[config.mk]
export PLATFORM = sky130hd
export DESIGN_NAME = rpc_fifo
export DESIGN_NICKNAME = d
export VERILOG_FILES = /design/src/design/rpc_pkg.sv /design/src/design/rpc_fifo.sv
export SDC_FILE = /design/constraint.sdc
export NUM_CORES = 1
export LEC_CHECK = 0
export ABC_AREA = 1
export BUFFER_PORTS_ARGS = -buffer_cell sky130_fd_sc_hd__buf_2
export CORE_MARGIN = 2
export CORE_UTILIZATION = 53
export CTS_CLUSTER_DIAMETER = 60
export DETAILED_ROUTE_END_ITERATION = 12
export GPL_TIMING_DRIVEN = 0
export PLACE_DENSITY = 0.85
export SLEW_MARGIN = 40
export SYNTH_ARGS = -nofsm -noshare
export SYNTH_HDL_FRONTEND = slang
export SYNTH_SLANG_ARGS = --single-unit
[constraint.sdc]
create_clock -name clk -period 3.65 [get_ports clk]
set_clock_uncertainty 0.05 [all_clocks]
set_input_delay 0.73 -clock clk [delete_from_list [all_inputs] [get_ports clk]]
set_output_delay 0.73 -clock clk [all_outputs]
set_load 0.02 [all_outputs]
[src/design/rpc_pkg.sv]
package rpc_pkg;

  // Field widths of the request and result channels.
  localparam int SAMPLE_W = 24;
  localparam int N_W      = 11;
  localparam int CORR_W   = 16;

  // Running sums are sized for the widest window the 11-bit register can name.
  localparam int SUM_W  = SAMPLE_W + N_W;
  localparam int SQ_W   = 2 * SAMPLE_W + N_W;
  localparam int SP_W   = 2 * SAMPLE_W;

  // Centred moments and their products.
  localparam int V_W    = N_W + SQ_W;
  localparam int PROD_W = 2 * V_W;
  localparam int DIG_W  = 18;
  localparam int NDIG   = (V_W + DIG_W - 1) / DIG_W;

  // Quotient of the ratio test and its square root.
  localparam int Q_W    = 33;
  localparam int ROOT_W = 17;

  // Defaults.
  localparam int MAX_WINDOW_DEF = 1024;
  localparam int WINDOW_RESET   = 20;
  localparam int FIFO_DEPTH     = 2;

  // One full window handed from the front to the back.
  typedef struct packed {
    logic [N_W-1:0]   n;
    logic [SUM_W-1:0] sum_a;
    logic [SUM_W-1:0] sum_b;
    logic [SQ_W-1:0]  sum_aa;
    logic [SQ_W-1:0]  sum_bb;
    logic [SQ_W-1:0]  sum_ab;
  } rpc_job_t;

  // Queue status seen by both sides.
  typedef struct packed {
    logic full;
    logic empty;
  } rpc_q_stat_t;

endpackage

[src/design/rpc_fifo.sv]
module rpc_fifo #(
  parameter int WIDTH = 8,
  parameter int DEPTH = 2
) (
  input  logic                clk,
  input  logic                rst_n,
  input  logic                push,
  input  logic [WIDTH-1:0]    wdata,
  input  logic                pop,
  output logic [WIDTH-1:0]    rdata,
  output rpc_pkg::rpc_q_stat_t stat
);

  localparam int PW = (DEPTH > 1) ? $clog2(DEPTH) : 1;
  localparam int CW = $clog2(DEPTH + 1);

  logic [WIDTH-1:0] slot_r [DEPTH];
  logic [PW-1:0]    wptr_r;
  logic [PW-1:0]    rptr_r;
  logic [CW-1:0]    count_r;
  logic             do_push;
  logic             do_pop;

  assign do_push    = push && (count_r != CW'(DEPTH));
  assign do_pop     = pop && (count_r != '0);
  assign stat.full  = (count_r == CW'(DEPTH));
  assign stat.empty = (count_r == '0);
  assign rdata      = slot_r[rptr_r];

  // Payload slots carry no reset.
  always_ff @(posedge clk) begin
    if (do_push) begin
      slot_r[wptr_r] <= wdata;
    end
  end

  // Pointers and occupancy.
  always_ff @(posedge clk) begin
    if (!rst_n) begin
      wptr_r  <= '0;
      rptr_r  <= '0;
      count_r <= '0;
    end else begin
      if (do_push) begin
        wptr_r <= (32'(wptr_r) == DEPTH - 1) ? '0 : wptr_r + 1'b1;
      end
      if (do_pop) begin
        rptr_r <= (32'(rptr_r) == DEPTH - 1) ? '0 : rptr_r + 1'b1;
      end
      if (do_push && !do_pop) begin
        count_r <= count_r + 1'b1;
      end else if (do_pop && !do_push) begin
        count_r <= count_r - 1'b1;
      end
    end
  end

endmodule

Word-level counts from Yosys, hierarchy flattened
Memories as Yosys holds them, arrays and structs flattened. A register that Yosys moved wholly into a read port is not among the register bits.
Cells that the tools add are included.

word-level totals
  word-level logic and storage cells = 27
  register bits after elaboration = 4
  memories = 1
  RAM bits = 16

operators by class
  add/sub/neg operators = 4
  reductions and logical operators = 9
  eq/ne operators = 2
  muxes and demuxes = 8

memory list
  name    words  width  rd ports  clocked after memory_dff  write ports  RTL line        text
  slot_r  2      8      1         1                         1            rpc_fifo.sv:17  logic [WIDTH-1:0] slot_r [DEPTH];

operators with widths
  kind                 count
  $mux 1               6
  $logic_and 1x1->1    4
  $mux 2               2
  $reduce_bool 2->1    2
  $add 1x1->1 const B  2
  $add 2x1->2 const B  1
  $eq 2x2->1 const B   1
  $logic_not 1->1      2
  $logic_not 2->1      1
  $ne 2x2->1 const B   1
  $sub 2x1->2 const B  1

Logic depth before layout (Yosys ltp)
Gate-level depths: netlist of the first run.

  word-level depth = 6
  depth in mapped cells = 10
  gate-level depth less buffers = 10

Worst setup path before layout of the first run
OpenSTA, ideal clock, no wires.

  path kind = flip-flop to output port
  start = reg (tool-made name)
  end = out rdata[0]
  arrival = 0.853 ns
  setup slack = 2.017 ns
  cell stages (with the launch flop) = 3
  path buffers = 1
  cells stage by stage = dfxtp_1 buf_2 mux2_2

RTL lines
  item           RTL line        text
  end, declared  rpc_fifo.sv:10  output logic [WIDTH-1:0] rdata,

==> results of run 1 <==
[sequential cells by signal (all words and copies together) (netlist names), named ones only]
| register | flops |
|---|---|
| rptr_r | 1 |
| count_r | 2 |
| wptr_r | 1 |
| slot_r | 16 |
[synthesized netlist by cell type]
library cell,count
o21ai_0,2
nor2_2,1
a21oi_1,1
inv_1,8
buf_2,1
nor2_1,10
nand4_1,1
dfxtp_1,5
o21ai_2,1
ha_1,1
edfxtp_1,16
inv_2,1
mux2_2,8
nand3_1,1
nand2_1,6
[path summary, 6_finish.rpt]
check / from / end / slack [ps] / depth (start not counted)
worst max-delay path: flop / rdata[2] / 1550 / 3
worst min-delay path: rptr_r / flop / 460 / 2
worst max register to register: count_r[0] / slot_r[1][6] / 2130 / 2
worst min register to register: rptr_r / flop / 460 / 2
[layer usage]
layer	global-route usage [%]	wire [um]	vias up
li1	-	-	267
met1	15.6	473	244
met2	27.8	662	18
met3	4.17	78	4
met4	9.09	22	0
met5	0	0	-
[through the flow]
step	worst slack [ps]	cells	utilization (%)
5_1_grt	1470	104	65.5
4_1_cts	1530	104	65.5
2_1_floorplan	2020	63	-
3_5_place_dp	1770	100	63.7
3_3_place_gp	1810	100	63.7
6_report	1550	104	65.5
[report_power, final]
part / internal, mW / switching, mW / leakage (nW)
clock network: 0.0425 / 0.0646 / 0.0150
registers: 0.305 / 0.0202 / 0.191
logic: 0.0873 / 0.143 / 0.207
[cell families (layout without fill, tap and decap cells)]
| group | after synthesis | after routing |
|---|---|---|
| buf+inv | 10 | 35 |
| fa+ha+maj | 1 | 1 |
| simple gates | 19 | 19 |
| mux | 8 | 8 |
| compound gates | 4 | 4 |
| flops | 21 | 21 |
[layout make-up]
class / instances / area, um2
inverter: 9 / 33.8
tap: 16 / 20.0
timing repair buffer: 21 / 105
fill: 117 / 514
buffer: 1 / 5.00
sequential: 21 / 581
multi-input combinational: 32 / 204
clock buffer: 4 / 26.3
[critical path, cell delays in order (launching register included)]
cell and delay, ps:
dfxtp_1 320, buf_2 200, mux2_2 350, buf_2 160
[cells in the final DEF, fill, tap and decap left out]
cell and n:
o21ai_0 2, nor2_1 10, inv_1 8, mux2_2 8, clkbuf_1 1, clkbuf_4 3, dfxtp_1 5, a21oi_1 1
nand4_1 1, o21ai_2 1, ha_1 1, inv_2 1, edfxtp_1 16, nor2_2 1, nand2_1 6, buf_2 22
nand3_1 1
==> qor.yml, run 1 <==
track_usage_pct: 15.3
area_growth_pct: 18.4
period_share_pct: 57.4
antenna_cells: 0
hold_viol_final: 0
htreeDepth: 1
required_ps: 2870
gp_congestion: 0.744
power.total_mw: 0.663
grt_max_degree: 12
postCtsSetupRepairBufs: 0
drive_gt1_share_pct: 40.9
dp_hpwl_um: 925
placed_cell_area_um2: 948
ctsResizeCount: 0
synth.largest_area_cell: "edfxtp_1"
io_buffers: 21
irDropWorstVdd_uv: 365
p_per_area_mw_per_mm2: 680
dieHeight_um: 43.4
ys_seq_area_share_pct: 70.5
maxCapViolCount: 0
netlist.area_leader.share_pct: 58.4
route.detailed.drc: 0
grt_pass1_wl_um: 2040
fmax_mhz: 477
drt_iter0_drc: 4
design_area_um2: 975
firstDrtPassIters: 4
synth.distinct_cells: 15
cp-start-kind: "flop"
die_width_um: 43.4
synthXorXnorAreaFrac_pct: 0
antenna_found_initial: 0
cts.sinks: 21
yosys-top-cells-area: "edfxtp_1, dfxtp_1, mux2_2"
synth_top_family_by_area: "multiplexers"
min_path_type: "flop to flop"
cp_max_fo: 8
rsz0062_at_grt: "no"
clk-insertion-delay-late_ps: 290
slew_viol_final: 0
status: "completed"
yosysWarnings: 0
root_buffer: "clkbuf_4"
initial_core_util_pct: 55.3
grt_pass1_vias: 516
path_clk_slew_ps: 110
synth_area_um2: 823
postRouteAntennaNets: 0
fin_tns_setup_ps: 0
finalSetupViolCount: 0
via_count: 533
ys_seq_elements: 21
synthAdderAreaFrac_pct: 1.52
syn-num-nets: 76
fp-row-count: 14
yosys.area_share.simple_pct: 9.42
nNetsFinal: 102
cp.arrival_ps: 1320
whs_ps: 465
core-area_mm2: 0.00149
tritoncts: "yes"
worst_pin_slew_ps: 695
syn_avg_cell_area_um2: 13.1
relSlewSlack_pct: 53.5
cts_hold_buf: 0
io_pins: 22
dieArea_mm2: 0.00188
wl_per_cell_um: 11.9
cts-buffers-inserted: 3
end_kind: "primary output"
routed_wl_um: 1240
synth-compound-area-share_pct: 2.89
cts.path.max_buffers: 2
period_minus_slack_ps: 2100
syn_inst: 63
power_leakage_nw: 0.413
grt-ovfl-total: 0
viasPerCell: 5.13
muxShareOfSynthArea_pct: 10.9
worstSetupPathType: "flop to primary output"
Note: power is estimated with default switching activity, not from simulation.
==> run 2: changes to the inputs <==
CORE_UTILIZATION = 44   (was 53)
PLACE_DENSITY = 0.76   (was 0.85)
clock period = 1.9 ns   (was 3.65 ns; I/O delays follow)
==> qor.yml, run 2 (synthesis gave the netlist of run 1 again) <==
antenna_found_initial: 0
p_int_mw: 0.833
wl_per_cell_um: 11.3
p_comb_share_pct: 35.3
clk-insertion-delay-late_ps: 290
io_buffers: 21
nNetsFinal: 102
viasPerCell: 4.58
fin_tns_setup_ps: 0
seqPwrFrac_pct: 49.0
end_kind: "primary output"
rrSetupSlack_ps: 370
postRouteAntennaNets: 0
track_usage_pct: 13.8
irDropWorstVdd_uv: 650
cp.arrival_ps: 1330
initial_core_util_pct: 47.2
fp-row-count: 15
ctsResizeCount: 0
dieHeight_um: 47.3
status: "completed"
path_clk_slew_ps: 110
switching_share_pct: 34.9
postCtsSetupRepairBufs: 0
cp_max_fo: 8
nFillCells: 172
gp_congestion: 0.689
layout_common_cells: "buf_2, edfxtp_1, nor2_1, inv_1, mux2_2"
rsz0062_at_grt: "no"
worst_pin_slew_ps: 681
power_leakage_nw: 0.416
power.total_mw: 1.28
required_ps: 1470
cp-start-kind: "flop"
fmax_mhz: 569
largest_register_ffs: 16
via_count: 518
dp_hpwl_um: 979
pre_cts_ws_ps: 385
final_common_cell: "buf_2"
p_per_area_mw_per_mm2: 1300
maxCapViolCount: 0
grt-ovfl-total: 0
grt_pass1_wl_um: 2010
finalSetupViolCount: 0
cts_hold_buf: 0
antenna_cells: 0
slew_viol_final: 0
routed_wl_um: 1280
hold_viol_final: 0
final.setup.worst_slack_ps: 142
p_clk_share_pct: 15.7
worst_r2r_endpoint: "count_r[1]"
relSlewSlack_pct: 54.4
dieArea_mm2: 0.00223
tritoncts: "yes"
reg_top3: "slot_r: 16 flops, count_r: 2 flops"
drive_gt1_share_pct: 42.0
drt_iter0_drc: 6
route.detailed.drc: 0
worstSetupPathType: "flop to primary output"
die_width_um: 47.3
rr_worst_depth: 9
top_register: "slot_r"
htreeDepth: 1
area_growth_pct: 19.9
cts.sinks: 21
min_path_type: "primary input to flop"
cts.path.max_buffers: 2
io_pins: 22
grt_max_degree: 13
design_area_um2: 987
placed_cell_area_um2: 960
root_buffer: "clkbuf_4"
core-area_mm2: 0.00175
firstDrtPassIters: 4
period_share_pct: 92.5
endpoint: "rdata[7]"
r2r-start: "count_r[1]"
p_sw_mw: 0.447
grt_pass1_vias: 510
period_minus_slack_ps: 1760
cts-buffers-inserted: 3
## run 2: cell count changes in the layout (fill, tap and decap cells not counted), sizes merged
cell and delta:
clkinv +1, clkbuf -1
## run 2: cell type report
type | count | area (um2) | share of cell area [%]
well taps | 25 | 31.3 | 3.17
repair buffers | 21 | 105 | 10.6
plain buffers | 1 | 5.00 | 0.507
clock buffers | 3 | 22.5 | 2.28
multi-input cells | 32 | 204 | 20.7
flip-flops and latches | 21 | 581 | 58.8
clock inverters | 1 | 5.00 | 0.507
inverters | 9 | 33.8 | 3.42
## run 2: critical path, cell delays in order (launching register included)
cell and delay (ps):
dfxtp_1 320, buf_2 200, mux2_2 360, buf_2 160
## run 2: routing by layer
| metal | track usage, % | routed length, um |
|---|---|---|
| met3 | 4.62 | 100 |
| met5 | 0 | 0 |
| met4 | 8.33 | 14 |
| met2 | 24.3 | 685 |
| met1 | 14.0 | 480 |
## run 2: how the worst min path moves through the flow
| stage | from | endpoint | slack, ps | cells past startpoint |
|---|---|---|---|---|
| after floorplan | rptr_r | flop | 420 | 2 |
| after global placement | rptr_r | rptr_r | 440 | 2 |
| after detailed placement | rptr_r | flop | 440 | 2 |
| after CTS | wdata[3] | slot_r[1][3] | 210 | 1 |
| after global routing | wdata[7] | slot_r[1][7] | 200 | 1 |
| final | wdata[3] | slot_r[1][3] | 220 | 1 |
## run 2: stage by stage
step                      instances  hold WS, ps  util, %
after CTS                       113          206     56.6
after detailed placement        109          442     55.0
after global routing            113          203     56.6
after floorplan                  63          417        -
final                           113          218     56.6
after global placement          109          435     55.0
## run 2: power by group through the flow
stage	Combinational (mW)	Sequential (mW)	Clock, mW
2_1_floorplan	0.333	0.625	0
3_3_place_gp	0.435	0.630	0
3_5_place_dp	0.456	0.638	0
4_1_cts	0.458	0.627	0.209
5_1_grt	0.509	0.639	0.219
6_report	0.451	0.627	0.201
==> run 3: changes to the inputs <==
SETUP_SLACK_MARGIN = 0.1   (was not set)
clock period = 1.54 ns   (was 1.9 ns; I/O delays follow)
==> qor.yml, run 3 (synthesis gave the netlist of run 1 again) <==
slew_viol_final: 0
dieArea_mm2: 0.00223
cts.sinks: 21
antenna_found_initial: 0
p_comb_share_pct: 41.9
io_buffers: 21
worstHoldEndpoint: "slot_r[1][1]"
seqPwrFrac_pct: 44.1
die_width_um: 47.3
p_clk_share_pct: 14.0
core-area_mm2: 0.00175
fin_tns_setup_ps: -362
dieHeight_um: 47.3
worst_r2r_endpoint: "count_r[1]"
layout_common_cells: "edfxtp_1, buf_2, inv_1, mux2_4, buf_6"
irDropWorstVdd_uv: 841
rr_worst_depth: 9
maxCapViolCount: 0
nNetsFinal: 103
track_usage_pct: 14.8
p_per_area_mw_per_mm2: 1610
dp_hpwl_um: 963
required_ps: 1180
min_path_type: "primary input to flop"
hold_viol_final: 0
cts-buffers-inserted: 3
period_share_pct: 104
period_minus_slack_ps: 1590
grt_max_degree: 13
dp_cells: 109
postRouteAntennaNets: 0
fp-row-count: 15
p_sw_mw: 0.611
switching_share_pct: 34.0
wl_per_cell_um: 12.9
htreeDepth: 1
grt_pass1_wl_um: 2120
initial_core_util_pct: 47.2
via_count: 537
hold_start: "wdata[1]"
routed_wl_um: 1470
cts.path.max_buffers: 2
worst_pin_slew_ps: 250
end_kind: "primary output"
route.detailed.drc: 0
status: "finished with violations"
drive_gt1_share_pct: 50.6
root_buffer: "clkbuf_4"
r2r-start: "count_r[1]"
tritoncts: "yes"
antenna_cells: 0
grt_pass1_vias: 539
worstSetupPathType: "flop to primary output"
rrSetupSlack_ps: 190
area_growth_pct: 35.9
top_register: "slot_r"
finalSetupViolCount: 8
violations: "negative setup slack"
clk-insertion-delay-late_ps: 300
final.setup.worst_slack_ps: -54.3
grt-ovfl-total: 0
io_pins: 22
post-route-util_pct: 64.1
rsz0062_at_grt: "yes"
viasPerCell: 4.71
nFillCells: 136
finalNonFillerCells: 114
whs_path_depth: 1
largest_register_ffs: 16
relSlewSlack_pct: 83.3
reg_top3: "slot_r: 16 flops, count_r: 2 flops"
power_leakage_nw: 0.471
cp-start-kind: "flop"
p_int_mw: 1.19
path_clk_slew_ps: 110
drt_iter0_drc: 3
cp_max_fo: 8
gp_congestion: 0.749
cp.arrival_ps: 1240
final_common_cell: "edfxtp_1"
fmax_mhz: 627
firstDrtPassIters: 2
==> run 3: worst max-delay path by stage <==
stage,start,endpoint,depth (start not counted)
after global placement,count_r[0],slot_r[1][7],2
after floorplan,count_r[0],count_r[1],9
final,flop,rdata[6],3
after CTS,flop,rdata[1],3
after detailed placement,count_r[0],slot_r[0][5],2
after global routing,flop,rdata[6],3
==> run 3: what timing repair did <==
| item | CTS | global route |
|---|---|---|
| hold buffers | 0 | 0 |
| buffers inserted | 1 | 0 |
| pin swaps | 1 | 1 |
| gates resized for setup | 32 | 3 |
| endpoints found under the setup margin | 25 | 26 |
==> run 3: worst max-delay path: stages, from the launching register on <==
cell	delay (ps)
dfxtp_2	350
buf_8	140
mux2_4	320
buf_6	130
==> run 3: area by class of cell <==
cell class	count	area [um2]	share of cell area, %
plain buffers	1	15.0	1.34
inverters	9	33.8	3.02
clock inverters	1	5.00	0.447
flip-flops and latches	21	584	52.2
multi-input cells	32	264	23.6
well taps	25	31.3	2.80
clock buffers	3	22.5	2.01
repair buffers	22	163	14.5
==> run 3: per-stage QoR <==
stage          power (mW)  area [um2]  hold slack (ps)  setup slack [ps]
6_report             1.80        1120              140             -54.3
5_1_grt              1.90        1120              130             -90.4
4_1_cts              1.76        1100              138             -55.4
3_5_place_dp         1.35         962              444              6.93
3_3_place_gp         1.32         962              433              50.4
2_1_floorplan        1.19         826              357               177
==> run 3: layer usage <==
metal	track usage [%]	routed length, um
met2	28.6	857
met3	4.23	86
met5	0	0
met1	12.6	488
met4	10.0	36
==> run 3: power groups by stage <==
stage	clock (mW)	combinational, mW	sequential (mW)
6_report	0.252	0.753	0.793
5_1_grt	0.272	0.828	0.802
4_1_cts	0.255	0.717	0.790
3_5_place_dp	0	0.556	0.791
3_3_place_gp	0	0.541	0.781
2_1_floorplan	0	0.414	0.775
